==> src/rtl/ibtc_pkg.sv <==
// ----------------------------------------------------------------------------
// ibtc_pkg
// Shared types and constants of the I2C bridge transfer control engine.
// ----------------------------------------------------------------------------
package ibtc_pkg;

    localparam int MAX_READ_BYTES  = 512;
    localparam int CHUNK_BYTES     = 61;
    localparam int WR_RD_WRITE_MAX = 16;
    localparam int WRITE_MAX       = 61;

    localparam int STORE_AW = $clog2(MAX_READ_BYTES);
    localparam int LEN_W    = 10;
    localparam int WLEN_W   = 6;
    localparam int CHUNK_W  = $clog2(CHUNK_BYTES + 1);
    localparam int ALU_W    = 16;

    typedef enum logic [2:0] {
        CMD_READ       = 3'd0,
        CMD_WRITE_READ = 3'd1,
        CMD_WRITE      = 3'd2,
        CMD_FORCE_SEND = 3'd3,
        CMD_STATUS     = 3'd4,
        CMD_CANCEL     = 3'd5,
        CMD_BUS_BYTE   = 3'd6,
        CMD_BUS_DONE   = 3'd7
    } cmd_t;

    typedef enum logic [1:0] {
        RES_OK      = 2'd0,
        RES_TIMEOUT = 2'd1,
        RES_RETRY   = 2'd2,
        RES_NACK    = 2'd3
    } bus_res_t;

    typedef enum logic [1:0] {
        K_BUS_START = 2'd0,
        K_STATUS    = 2'd1,
        K_HEADER    = 2'd2,
        K_DATA      = 2'd3
    } kind_t;

    typedef enum logic [1:0] {
        MS_IDLE     = 2'd0,
        MS_BUSY     = 2'd1,
        MS_COMPLETE = 2'd2,
        MS_ERROR    = 2'd3
    } main_t;

    typedef enum logic [2:0] {
        DET_NACK    = 3'd0,
        DET_TIMEOUT = 3'd1,
        DET_ARB     = 3'd2,
        DET_SUCCESS = 3'd5
    } detail_t;

    typedef enum logic [1:0] {
        XF_READ       = 2'd0,
        XF_WRITE      = 2'd1,
        XF_WRITE_READ = 2'd2
    } xfer_t;

    typedef enum logic {
        ALU_MIN,
        ALU_SUBSAT
    } alu_op_t;

    typedef struct packed {
        alu_op_t            op;
        logic [ALU_W-1:0]   a;
        logic [ALU_W-1:0]   b;
    } alu_req_t;

    typedef struct packed {
        logic                 we;
        logic [STORE_AW-1:0]  waddr;
        logic [7:0]           wdata;
        logic                 re;
        logic [STORE_AW-1:0]  raddr;
    } store_req_t;

    typedef enum logic [3:0] {
        S_READY,
        S_START_RD,
        S_START_WR,
        S_START_LOAD,
        S_STATUS_LOAD,
        S_FS_REMAIN,
        S_FS_LIMIT,
        S_FS_CHUNK,
        S_FS_HEADER,
        S_OUT_SINGLE,
        S_OUT_HEADER,
        S_OUT_DATA
    } state_t;

endpackage

==> src/rtl/ibtc_alu.sv <==
// ----------------------------------------------------------------------------
// ibtc_alu
// Shared compare unit: minimum or saturating subtract of two operands.
// ----------------------------------------------------------------------------
module ibtc_alu
(
    input  ibtc_pkg::alu_req_t              req,
    output logic [ibtc_pkg::ALU_W-1:0]      y
);

    always_comb
    begin
        unique case (req.op)
            ibtc_pkg::ALU_MIN:
            begin
                y = (req.a < req.b) ? req.a : req.b;
            end
            ibtc_pkg::ALU_SUBSAT:
            begin
                y = (req.a > req.b) ? (req.a - req.b) : '0;
            end
            default:
            begin
                y = '0;
            end
        endcase
    end

endmodule

==> config.mk <==
export PLATFORM = sky130hd
export DESIGN_NAME = ibtc_alu
export DESIGN_NICKNAME = d
export VERILOG_FILES = /design/src/rtl/ibtc_pkg.sv /design/src/rtl/ibtc_alu.sv
export SDC_FILE = /design/constraint.sdc
export NUM_CORES = 1
export LEC_CHECK = 0
export ABC_AREA = 1
export BUFFER_PORTS_ARGS = -buffer_cell sky130_fd_sc_hd__buf_2
export CAP_MARGIN = 20
export CELL_PAD_IN_SITES_DETAIL_PLACEMENT = 1
export CELL_PAD_IN_SITES_GLOBAL_PLACEMENT = 1
export CORE_MARGIN = 5
export CORE_UTILIZATION = 32
export DETAILED_ROUTE_END_ITERATION = 10
export PLACE_DENSITY_LB_ADDON = 0.12
export SYNTH_ARGS = -nofsm -noshare
export SYNTH_HDL_FRONTEND = slang
export SYNTH_SLANG_ARGS = --single-unit
export TNS_END_PERCENT = 30
==> constraint.sdc <==
create_clock -name vclk -period 2.6
set_clock_uncertainty 0.05 [all_clocks]
set_input_delay 0.52 -clock vclk [all_inputs]
set_output_delay 0.52 -clock vclk [all_outputs]
set_load 0.05 [all_outputs]
* Yosys cells after proc, flatten, opt, wreduce, memory -nomap -nowiden
Cells that the tools add are included.
W data, S select, Z words.
** Word-level totals
- Latch bits :: 0
- Output and inout port bits :: 16
- Register bits :: 0
- Memory bits (writable) :: 0
- ROM bits :: 0
- Input port bits :: 33
- Logic and storage cells :: 7
- Memories :: 0
** Cells by class
- Shift-type cells :: 0
- Bitwise logic cells :: 1
- Mux-type cells :: 3
- $lt $le $gt $ge :: 2
- Reduce and logical (&&, ||, !) cells :: 0
- Add/sub/neg operators :: 1
- Equality and inequality tests :: 0
- Divide/modulo/power cells :: 0
- Multiply operators :: 0
** Operators with widths (number)
- $mux W16 :: 2
- $pmux W16 S2 :: 1
- $gt A16 B16 Y1 :: 1
- $lt A16 B16 Y1 :: 1
- $sub A16 B16 Y16 :: 1
- $not A1 Y1 :: 1

* Depth between registers and ports, before layout
Gate-level depths: netlist (run 1).
- Word-level depth :: 3
- Depth in mapped cells :: 14
- Mapped depth without buffers :: 14

* Worst setup path after synthesis (run 1)
OpenSTA, ideal clock, no wires.
- Path type :: input-to-output
- From :: input port req[16] (netlist name)
- To :: output port y[2] (netlist name)
- Path slack :: -0.312 ns
- Required time :: 2.030 ns
- Data arrival time :: 2.342 ns
- Stages :: 13
- Path buffers :: 1
- Cells stage by stage :: inv_1 -> ha_1 -> fa_1 -> inv_1 -> nand3_1 -> nand3_2 -> nand2_2 -> nand2_4 -> nand2_4 -> a21oi_4 -> buf_6 -> nand2_1 -> nand2_1
** On the way
- Cells in the longest elaborated chain, start to end :: 3
- Elaborated cells between the ends (all ways) :: 6
- Classes of those cells :: 1 x add/sub; 2 x order compare; 3 x mux
** RTL lines
- from (decl) :: RTL line ibtc_alu.sv:7 : input ibtc_pkg::alu_req_t req,
- $sub A16 B16 Y16 (tied with other cells) :: RTL line ibtc_alu.sv:20 : y = (req.a > req.b) ? (req.a - req.b) : '0;
- $mux W16, on equally long branches :: RTL line ibtc_alu.sv:20, ibtc_alu.sv:16
- $pmux W16 S2 * :: RTL line ibtc_alu.sv:13 : unique case (req.op)
- to (decl) :: RTL line ibtc_alu.sv:8 : output logic [ibtc_pkg::ALU_W-1:0] y
Mark *: on every way between the ends. The rest lies on a longest branch, timed or not.

* Worst setup path in the final report (run 1)
- From :: input port req[16] (netlist name)
- To :: output port y[10] (netlist name)
The elaborated chain is that of the path after synthesis.

==> summary.md, run 1 <==
| Metric | Value |
|---|---|
| Status | `finished with violations` |
| Violated checks | `negative setup slack` |
| Die Width | `82.0 µm` |
| Synth Cell Area | `~0.0017 mm²` |
| Die Y | `just over 80 µm` |
| Final number of max-transition violations | `0` |
| Critical Path AT | `2.34 ns` |
| Synth Net Count | `approximately 400` |
| Final hold slack | `1.48 ns` |
| Hpwl dp | `~5.8 mm` |
| N_diodes | `0` |
| Total Nets Final | `503` |
| Final sequential cell count | `0` |
| Post-DRT Antenna Nets | `0` |
| Min setup slack post-route | `-0.308 ns` |
| Die area | `approximately 0.0067 mm²` |
| Layout cells sized above 1 | `39.7%` |
| Worst hold path depth | `6` |
| Maximum vdd drop | `0.152 mV` |
| Routed WL | `a little over 8 mm` |
| Final Core Density | `57.8%` |
| Startpoint Class | `input port` |
| Met1 usage | `approximately 29%` |
| Placement row count | `26` |
| Placed cell area | `0.00255 mm²` |
| Grt total ovfl | `0` |
| Via/cell ratio | `~4.8` |
| Antenna violations before repair | `0` |
| Synth Warn # | `0` |
| Met2 GRT Util | `approximately half` |
| Final setup fails | `16` |
| # DRC | `0` |
| Synthesis-to-finish area growth | `76.8%` |
| Vias in the first global route | `2810` |
| Total track usage | `between 20% and 30%` |
| Sequential element share of the synthesized area | `0%` |
| Crit-path max FO | `7` |
| Crit path kind | `in -> out` |
| Top post-synthesis cells by count | `nand2_1 (137), inv_1 (84), nand3_1 (46)` |
| Hold Buf Count CTS | `0` |
| LEAKAGE | `approximately 0.0018 µW` |
| Total area of sequential cells | `0 µm²` |
| Area leader, netlist | `nand2_1` |
| Gr busiest metal | `met2` |
| Syn Area/Cell | `about 5 µm²` |
| Largest net degree at the start of global routing | `17` |
| Synth top area share | `31.0%` |
| Worst-margin pin slew | `between 0.3 and 0.4 ns` |
| Final Hold Vio Count | `0` |
| Routed vias | `roughly 2500` |
| Routability cong. | `about 0.84` |
| Mapped Cells | `339` |
| 1st-iter DRT viols | `120` |
| Min cycle time layout | `between 2 and 3 ns` |
| IO Port Bufs | `between 40 and 50` |
| Worst Setup End Kind | `primary output` |
| Initial core utilization | `around 33%` |
| First-pass GRT wire length | `about 13 mm` |
| Fmax | `0.344 GHz` |
| Drt pass-1 iters | `4` |
| Hold Path Class | `in -> out` |
| Wire length per cell | `between 15 and 20 µm` |
| Clock Buffer Count | `0` |
| Pwr Density | `roughly 310 mW/mm²` |
| Synth cell types | `24` |
| Pre-CTS setup slack | `-0.368 ns` |
| Met3 Use GR | `1.75%` |
| CP required | `between 2 and 2.5 ns` |
| Synth top area cells | `nand2_1 (31%), inv_1 (19%), nand3_1 (14%)` |
| Count leader, synth | `nand2_1` |
| Core Box Area | `0.00507 mm²` |
| Cell area after layout | `roughly 0.003 mm²` |
| IO Pins | `49` |
| Total chip power | `919 µW` |
| Slew HR | `between 70% and 80%` |
| Max Cap Viol | `0` |
| Unrepaired setup endpoints after global routing | `true` |
| Fillers | `approximately 730` |
| Tcrit/Tclk final | `112%` |
## metrics by stage
| stage | instances | setup TNS, ns |
|---|---|---|
| floorplan | 339 | -0.462 |
| global placement | 514 | -4.58 |
| detailed placement | 514 | -5.34 |
| CTS | 520 | -3.17 |
| global route | 521 | -5.70 |
| finish | 521 | -4.16 |
## metal layers
metal	part of all wire [%]	up-vias	wire (µm)
met3	3.1	18	256
met5	0	-	0
met2	56	67	4610
li1	-	1234	-
met4	1.8	0	150
met1	40	1203	3290
## repair_timing
action,CTS,global route
endpoints found under the setup margin,16,16
gates cloned,0,0
resized for setup,76,10
buffers inserted,6,1
pin swaps,4,0
endpoints found under the hold margin,0,0
## final cells by class
cell class | instances | area, µm² | share of cell area [%]
inverter | 87 | 330 | 11.3
multi-input combinational | 247 | 1560 | 53.1
tap | 70 | 87.6 | 2.99
timing repair buffer | 117 | 958 | 32.7
## power breakdown
part           switching (µW)  total [µW]  internal, µW
Clock                       0           0             0
Sequential                  0           0             0
Combinational             535         919           383
Total                     535         919           383
## cells in the final DEF (no fill, tap or decap), drive strengths merged
| cell type | netlist | final |
|---|---|---|
| fa | 1 | 1 |
| o21ai | 1 | 1 |
| nand2 | 147 | 147 |
| xor2 | 6 | 6 |
| nor2 | 13 | 13 |
| and2 | 3 | 3 |
| inv | 86 | 86 |
| nand3 | 47 | 47 |
| a21oi | 8 | 8 |
| xnor2 | 1 | 1 |
| clkinv | 1 | 1 |
| buf | 5 | 117 |
| nand4 | 4 | 4 |
| ha | 16 | 16 |
## critical path: stages
cell and delay, ns:
buf_8 0.08, inv_4 0.03, ha_4 0.15, fa_2 0.36, inv_2 0.07, nand3_2 0.07, nand3_2 0.08, nand2_2 0.08
nand2_4 0.10, nand2_8 0.09, a21oi_4 0.20, buf_6 0.18, nand2_1 0.10, nand2_4 0.08, buf_8 0.14
## logic make-up after synthesis
logic type               after synthesis  synth area share (%)
adder cells (fa/ha/maj)               17                  13.3
AO/OA/AOI/OAI                          9                  4.08
AND/OR/NAND/NOR                      214                  56.8
XOR/XNOR                               7                  3.70
buffers and inverters                 92                  22.1
## final timing paths
check | start | endpoint | slack [ns]
worst max-delay path | req[16] | y[10] | -0.31
worst min-delay path | req[30] | y[14] | 1.48
(Power assumes the default switching activity.)
==> inputs of run 2 (changes only) <==
--- a/config.mk
+++ b/config.mk
@@ -11,7 +11,7 @@
 export CELL_PAD_IN_SITES_DETAIL_PLACEMENT = 1
 export CELL_PAD_IN_SITES_GLOBAL_PLACEMENT = 1
 export CORE_MARGIN = 5
-export CORE_UTILIZATION = 32
+export CORE_UTILIZATION = 35
 export DETAILED_ROUTE_END_ITERATION = 10
 export PLACE_DENSITY_LB_ADDON = 0.12
 export SYNTH_ARGS = -nofsm -noshare
==> constraint.sdc (replaced) <==
create_clock -name vclk -period 3.05
set_clock_uncertainty 0.05 [all_clocks]
set_input_delay 0.61 -clock vclk [all_inputs]
set_output_delay 0.61 -clock vclk [all_outputs]
set_load 0.05 [all_outputs]
==> summary.md, run 2 (same netlist as run 1, synthesis figures left out) <==
| Metric | Value |
|---|---|
| Status | `finished with violations` |
| Violated checks | `negative setup slack` |
| Maximum vdd drop | `roughly 0.17 mV` |
| Total area of sequential cells | `0 µm²` |
| Layout cells sized above 1 | `35.7%` |
| CP required | `about 2.4 ns` |
| Commonest non-fill, non-tap cell in the layout | `nand2_1` |
| WP depth | `15` |
| Grt total ovfl | `0` |
| Unrepaired setup endpoints after global routing | `true` |
| Crit-path max FO | `2` |
| Final Core Density | `56.8%` |
| Largest stage delay on the critical path | `between 0.3 and 0.4 ns` |
| Vias in the first global route | `about 2400` |
| Worst path bufs/invs | `6` |
| 1st-iter DRT viols | `75` |
| Placed Instances | `~460` |
| Critical Path AT | `around 2.4 ns` |
| NetSw | `around 430 µW` |
| Max Cap Viol | `0` |
| Flop pwr share | `0%` |
| First-pass GRT wire length | `around 11 mm` |
| Min setup slack post-route | `-0.0254 ns` |
| Worst setup path startpoint | `req[0]` |
| Slew HR | `around three fifths` |
| IO Port Bufs | `between 40 and 50` |
| Worst Setup End Kind | `primary output` |
| Logic pwr share | `100.0%` |
| N_diodes | `0` |
| Largest net degree at the start of global routing | `17` |
| Drt pass-1 iters | `4` |
| Fmax | `about 0.33 GHz` |
| Hpwl dp | `between 5 and 6 mm` |
| Final hold slack | `roughly 1.6 ns` |
| Tcrit/Tclk final | `101%` |
| Initial core utilization | `a little over a third` |
| Int Power | `around 280 µW` |
| Min cycle time layout | `between 3 and 4 ns` |
| Final Hold Vio Count | `0` |
| Final std cells w/o fill | `469` |
| Final sequential cell count | `0` |
| Final number of max-transition violations | `0` |
| Crit path kind | `in -> out` |
| Hold Path Class | `in -> out` |
| Most common cell on crit path | `buf_4` |
| Core Box Area | `roughly 0.0047 mm²` |
| Crit path max-delay cell type | `fa_2` |
| Wire length per cell | `14.5 µm` |
| Routability cong. | `0.858` |
| Die area | `0.00621 mm²` |
| IO Pins | `49` |
| Pwr Density | `268 mW/mm²` |
| Via/cell ratio | `4.89` |
| Crit path to | `y[8]` |
| Setup TNS | `-0.0595 ns` |
| Die Y | `roughly 79 µm` |
| Total track usage | `21.1%` |
| Startpoint Class | `input port` |
| # DRC | `0` |
| Final setup fails | `6` |
| Top Family by Delay on Critical Path | `buffers and inverters` |
| Antenna violations before repair | `0` |
| Crit-path cells | `buf_6, ha_4, fa_2, inv_2, nand3_2, nand3_2, nand2_2, nand2_4, buf_4, buf_4, buf_4, xor2_2, nand2_4, nand2_2, buf_8` |
| Post-DRT Antenna Nets | `0` |
| LEAKAGE | `0.00163 µW` |
| Routed WL | `6.81 mm` |
| Pre-CTS setup slack | `-0.203 ns` |
| Synthesis-to-finish area growth | `59.6%` |
| Total Nets Final | `between 400 and 500` |
| Most frequent cells in the layout | `nand2_1 (104), inv_1 (82), nand3_1 (44), buf_2 (31), nand2_2 (29)` |
| Clock Buffer Count | `0` |
| Sw frac | `between 50% and 60%` |
| Routed vias | `between 2000 and 2500` |
| Placement row count | `25` |
| Die Width | `between 70 and 80 µm` |
| Clk pwr share | `0%` |
| Worst-margin pin slew | `roughly 0.62 ns` |
## run 2: cell types whose count changed in the layout (fill, tap and decap cells not counted), sizes merged
cell	before	now
buf	117	81
## run 2: what timing repair did
action | in CTS | in global routing
endpoints found under the setup margin | 16 | 16
gates resized for setup | 75 | 40
hold buffers | 0 | 0
pin swaps | 15 | 14
buffers inserted | 6 | 2
## run 2: through the flow
stage               cell area, µm²  total power, µW
floorplan                     1670              379
global placement              2130              524
detailed placement            2130              535
CTS                           2440              643
global route                  2650              770
finish                        2650              710
## run 2: final cells by class
type               count  area [µm²]
well taps             54        67.6
repair buffers        81         689
multi-input cells    247        1560
inverters             87         330
fillers              676        2010
## run 2: worst min-delay path by stage
| stage | start | slack [ns] | cells after the start | endpoint |
|---|---|---|---|---|
| finish | req[15] | 1.65 | 6 | y[15] |
| global route | req[15] | 1.67 | 6 | y[15] |
| CTS | req[0] | 1.62 | 6 | y[0] |
| detailed placement | req[0] | 1.67 | 6 | y[0] |
| global placement | req[0] | 1.66 | 6 | y[0] |
| floorplan | req[2] | 1.51 | 4 | y[2] |
## run 2: power by group through the flow
stage | Combinational (µW) | Sequential, µW | Clock (µW)
5_1_grt | 770 | 0 | 0
6_report | 710 | 0 | 0
3_3_place_gp | 524 | 0 | 0
2_1_floorplan | 379 | 0 | 0
4_1_cts | 643 | 0 | 0
3_5_place_dp | 535 | 0 | 0
## run 2: metal layers
layer	global-route usage [%]	wire length (µm)	vias to the layer above
met2	42.5	3610	45
met3	0.794	179	8
met5	0	0	-
met1	25.0	2930	1079
li1	-	-	1161
met4	2.75	86	0
## run 2: tightest hold or removal path, cell delays in order
cell and delay, ns:
buf_2 0.08, inv_1 0.04, nand2_1 0.06, nand3_1 0.08, nand2_2 0.09, buf_8 0.14
==> inputs of run 3 (changes only) <==
--- a/config.mk
+++ b/config.mk
@@ -5,7 +5,6 @@
 export SDC_FILE = /design/constraint.sdc
 export NUM_CORES = 1
 export LEC_CHECK = 0
-export ABC_AREA = 1
 export BUFFER_PORTS_ARGS = -buffer_cell sky130_fd_sc_hd__buf_2
 export CAP_MARGIN = 20
 export CELL_PAD_IN_SITES_DETAIL_PLACEMENT = 1
==> constraint.sdc (replaced) <==
create_clock -name vclk -period 3.39
set_clock_uncertainty 0.05 [all_clocks]
set_input_delay 0.678 -clock vclk [all_inputs]
set_output_delay 0.678 -clock vclk [all_outputs]
set_load 0.05 [all_outputs]
==> summary.md, run 3 <==
| Metric | Value |
|---|---|
| Status | `did not finish` |
| Last stage | `global routing (5_1_grt)` |
| Error msg | `[ERROR DPL-0033] detailed placement checks failed during check placement.` |
| Die Width | `68.0 µm` |
| Area leader, netlist | `ha_1` |
| Synth Warn # | `0` |
| Mapped Cells | `~160` |
| Adder-cell share of the synthesized area | `a little under a fifth` |
| Crit. endpoint post-GRT repair | `y[15]` |
| Initial core utilization | `a little over a third` |
| Count leader, synth | `inv_1` |
| Pre-CTS setup slack | `-0.364 ns` |
| Synth Net Count | `roughly 210` |
| Largest net degree at the start of global routing | `11` |
| Type of pin the worst path ends at | `top-level output` |
| Syn Area/Cell | `about 7.2 µm²` |
| Synth top area share | `between 15 and 20%` |
| Post-Synth Simple-Gate Area | `a little under a fifth` |
| Placed Instances | `around 300` |
| Hpwl dp | `approximately 4.5 mm` |
| Post-Synth XOR/XNOR Area | `8.92%` |
| Top post-synthesis cells by count | `inv_1 (17), ha_1 (16), mux2i_1 (16)` |
| Synth Cell Area | `roughly 0.0012 mm²` |
| IO Pins | `between 40 and 50` |
| Synth top area cells | `ha_1 (17%), mux2i_1 (14%), a21oi_1 (6.4%)` |
| Die Y | `approximately 68 µm` |
| Antenna violations before repair | `0` |
| IO Port Bufs | `49` |
| Sequential element share of the synthesized area | `0%` |
| Mux cell area share after synthesis | `13.6%` |
| Synth cell types | `33` |
| Placed cell area | `a little over 0.002 mm²` |
| Largest family of logic cells by synthesized area | `compound AO/OA/AOI/OAI gates` |
| Placement row count | `21` |
| Hold Buf Count CTS | `0` |
| Post-synthesis compound-gate area fraction | `a little under a third` |
| Routability cong. | `around 0.86` |
run 3: kinds of logic after synthesis:
kind of cell / count (synthesis)
xor gates and xnor gates: 12
AOI/OAI and AO/OA: 52
muxes: 16
and+or+nand+nor: 42
buffers and inverters: 24
adders and majority gates: 17
run 3: what timing repair did:
action	in CTS
setup endpoints to repair	16
pin swaps	9
resized for setup	54
cloned	0
setup buffers	5
run 3: stage by stage:
| step | utilization, % | hold slack, ns |
|---|---|---|
| 2_1_floorplan | - | 1.56 |
| 3_3_place_gp | 62.1 | 1.81 |
| 3_5_place_dp | 62.1 | 1.83 |
| 4_1_cts | 70.1 | 1.75 |
==> inputs of run 4 (changes only) <==
--- a/config.mk
+++ b/config.mk
@@ -7,12 +7,10 @@
 export LEC_CHECK = 0
 export BUFFER_PORTS_ARGS = -buffer_cell sky130_fd_sc_hd__buf_2
 export CAP_MARGIN = 20
-export CELL_PAD_IN_SITES_DETAIL_PLACEMENT = 1
-export CELL_PAD_IN_SITES_GLOBAL_PLACEMENT = 1
-export CORE_MARGIN = 5
-export CORE_UTILIZATION = 35
+export CORE_AREA = 5 5 66 68
 export DETAILED_ROUTE_END_ITERATION = 10
-export PLACE_DENSITY_LB_ADDON = 0.12
+export DIE_AREA = 0 0 71 73
+export PLACE_DENSITY_LB_ADDON = 0.15
 export SYNTH_ARGS = -nofsm -noshare
 export SYNTH_HDL_FRONTEND = slang
 export SYNTH_SLANG_ARGS = --single-unit
==> summary.md, run 4 <==
| Metric | Value |
|---|---|
| Status | `finished with violations` |
| Violated checks | `negative setup slack` |
| Most frequent cells in the layout | `buf_4 (45), buf_2 (31), buf_6 (20), inv_1 (16), nand2_1 (14)` |
| Min cycle time layout | `between 3 and 4 ns` |
| Worst path bufs/invs | `5` |
| Vias in the first global route | `~1600` |
| Antenna violations before repair | `0` |
| Int Power | `between 300 and 400 µW` |
| Layout cells sized above 1 | `59.5%` |
| CP required | `around 2.7 ns` |
| Via/cell ratio | `5.07` |
| Synth top area share | `around 17%` |
| # DRC | `0` |
| Hold Buf Count CTS | `0` |
| First-pass GRT wire length | `approximately 7.5 mm` |
| Count leader, synth | `inv_1` |
| Synthesis-to-finish area growth | `110%` |
| Synth Cell Area | `approximately 0.0012 mm²` |
| Final number of max-transition violations | `0` |
| Synth top area cells | `ha_1 (17%), mux2i_1 (14%), a21oi_1 (6.4%)` |
| Most common cell on crit path | `o21ai_4` |
| IO Port Bufs | `slightly below 50` |
| Maximum vdd drop | `around 0.12 mV` |
| N_diodes | `0` |
| LEAKAGE | `0.00107 µW` |
| Mapped Cells | `163` |
| Core Box Area | `0.00380 mm²` |
| Placement row count | `23` |
| Logic pwr share | `100.0%` |
| Largest stage delay on the critical path | `0.36 ns` |
| Initial core utilization | `a little under a third` |
| Total area of sequential cells | `0 µm²` |
| 1st-iter DRT viols | `61` |
| Sw frac | `between 50% and 60%` |
| Area leader, netlist | `ha_1` |
| Die Y | `approximately 73 µm` |
| Clock Buffer Count | `0` |
| Crit path kind | `in -> out` |
| Crit path max-delay cell type | `fa_2` |
| Die area | `0.00518 mm²` |
| Synth cell types | `33` |
| IO Pins | `49` |
| Met3 Use GR | `less than 1%` |
| Worst-margin pin slew | `0.433 ns` |
| Tcrit/Tclk final | `103%` |
| Slew HR | `a little under three quarters` |
| Wire length per cell | `14.8 µm` |
| Crit path to | `y[13]` |
| Die Width | `between 70 and 80 µm` |
| Max Cap Viol | `0` |
| Post-DRT Antenna Nets | `0` |
| Pre-CTS setup slack | `-0.300 ns` |
| Flop pwr share | `0%` |
| Top Family by Delay on Critical Path | `compound AO/OA/AOI/OAI gates` |
| Routed vias | `1556` |
| Clk pwr share | `0%` |
| Routability cong. | `roughly 0.83` |
| Hold Path Class | `in -> out` |
| Critical Path AT | `2.76 ns` |
| Synth Warn # | `0` |
| Met1 usage | `a little under a quarter` |
| Drt pass-1 iters | `4` |
| Fmax | `0.287 GHz` |
| Sequential element share of the synthesized area | `0%` |
| Total Nets Final | `just over 300` |
| NetSw | `344 µW` |
| Min setup slack post-route | `-0.0988 ns` |
| Final setup fails | `16` |
| Worst setup path startpoint | `req[16]` |
| Syn Area/Cell | `just over 7 µm²` |
| Hpwl dp | `approximately 3.5 mm` |
| Final sequential cell count | `0` |
| Largest net degree at the start of global routing | `10` |
| Pwr Density | `265 mW/mm²` |
| Gr busiest metal | `met2` |
| Setup TNS | `-0.950 ns` |
| Final Hold Vio Count | `0` |
| Commonest non-fill, non-tap cell in the layout | `buf_4` |
| Worst Setup End Kind | `primary output` |
| Top post-synthesis cells by count | `inv_1 (17), ha_1 (16), mux2i_1 (16)` |
| Routed WL | `4.54 mm` |
| Total track usage | `between 10% and 20%` |
| Met2 GRT Util | `between 30% and 40%` |
| Crit-path cells | `buf_12, inv_12, ha_4, fa_2, nand2b_4, a21oi_4, o21ai_4, o21ai_4, o311ai_4, buf_4, buf_16, o22ai_4, buf_6` |
| Synth Net Count | `between 200 and 250` |
| WP depth | `13` |
| Unrepaired setup endpoints after global routing | `true` |
| Crit-path max FO | `4` |
| Startpoint Class | `input port` |
| Grt total ovfl | `0` |
==> run 4: cell counts after synthesis <==
Identical to the previous run, type by type.
==> run 4: cell families (layout without fill, tap and decap cells) <==
family,count (synthesis),in the layout,share of synthesized area [%]
multiplexers,16,16,13.6
AND/OR/NAND/NOR,42,42,18.2
AO/OA/AOI/OAI,52,52,31.4
adder cells (fa/ha/maj),17,17,18.7
XOR/XNOR,12,12,8.92
buffers and inverters,24,118,9.24
==> run 4: worst min path at each step <==
| stage | from | endpoint | slack [ns] | cells after the start |
|---|---|---|---|---|
| 2_1_floorplan | req[0] | y[0] | 1.56 | 2 |
| 3_3_place_gp | req[0] | y[0] | 1.82 | 4 |
| 3_5_place_dp | req[0] | y[0] | 1.83 | 4 |
| 4_1_cts | req[0] | y[0] | 1.75 | 4 |
| 5_1_grt | req[0] | y[0] | 1.77 | 4 |
| 6_report | req[0] | y[0] | 1.75 | 4 |
==> run 4: area by class of cell <==
class,instances,area [µm²]
Timing Repair Buffer,101,821
Inverter,17,76.3
Fill cell,327,1330
Tap cell,50,62.6
Multi-Input combinational cell,139,1510
==> run 4: stage by stage <==
stage	hold slack [ns]	instance area, µm²	util, %	total power, µW	cells
floorplan	1.56	1420	-	368	163
global placement	1.82	2000	52.7	516	297
detailed placement	1.83	2000	52.7	521	297
CTS	1.75	2270	59.8	597	302
global route	1.77	2470	65.1	695	307
finish	1.75	2470	65.1	654	307
==> run 4: per-layer routing <==
layer  up-vias  wire [µm]
met2        33       2350
met5         -          0
met4         0         22
li1        791          -
met3         2        151
met1       730       2010
==> run 4: power groups by stage <==
stage	Clock [µW]	Combinational [µW]	Sequential, µW
after floorplan	0	368	0
after global placement	0	516	0
after detailed placement	0	521	0
after CTS	0	597	0
after global routing	0	695	0
final	0	654	0
==> run 4: what timing repair did <==
item,CTS,global route
gates resized for setup,54,30
setup endpoints to repair,16,16
setup buffers,4,6
pin swaps,7,8
cloned,1,0
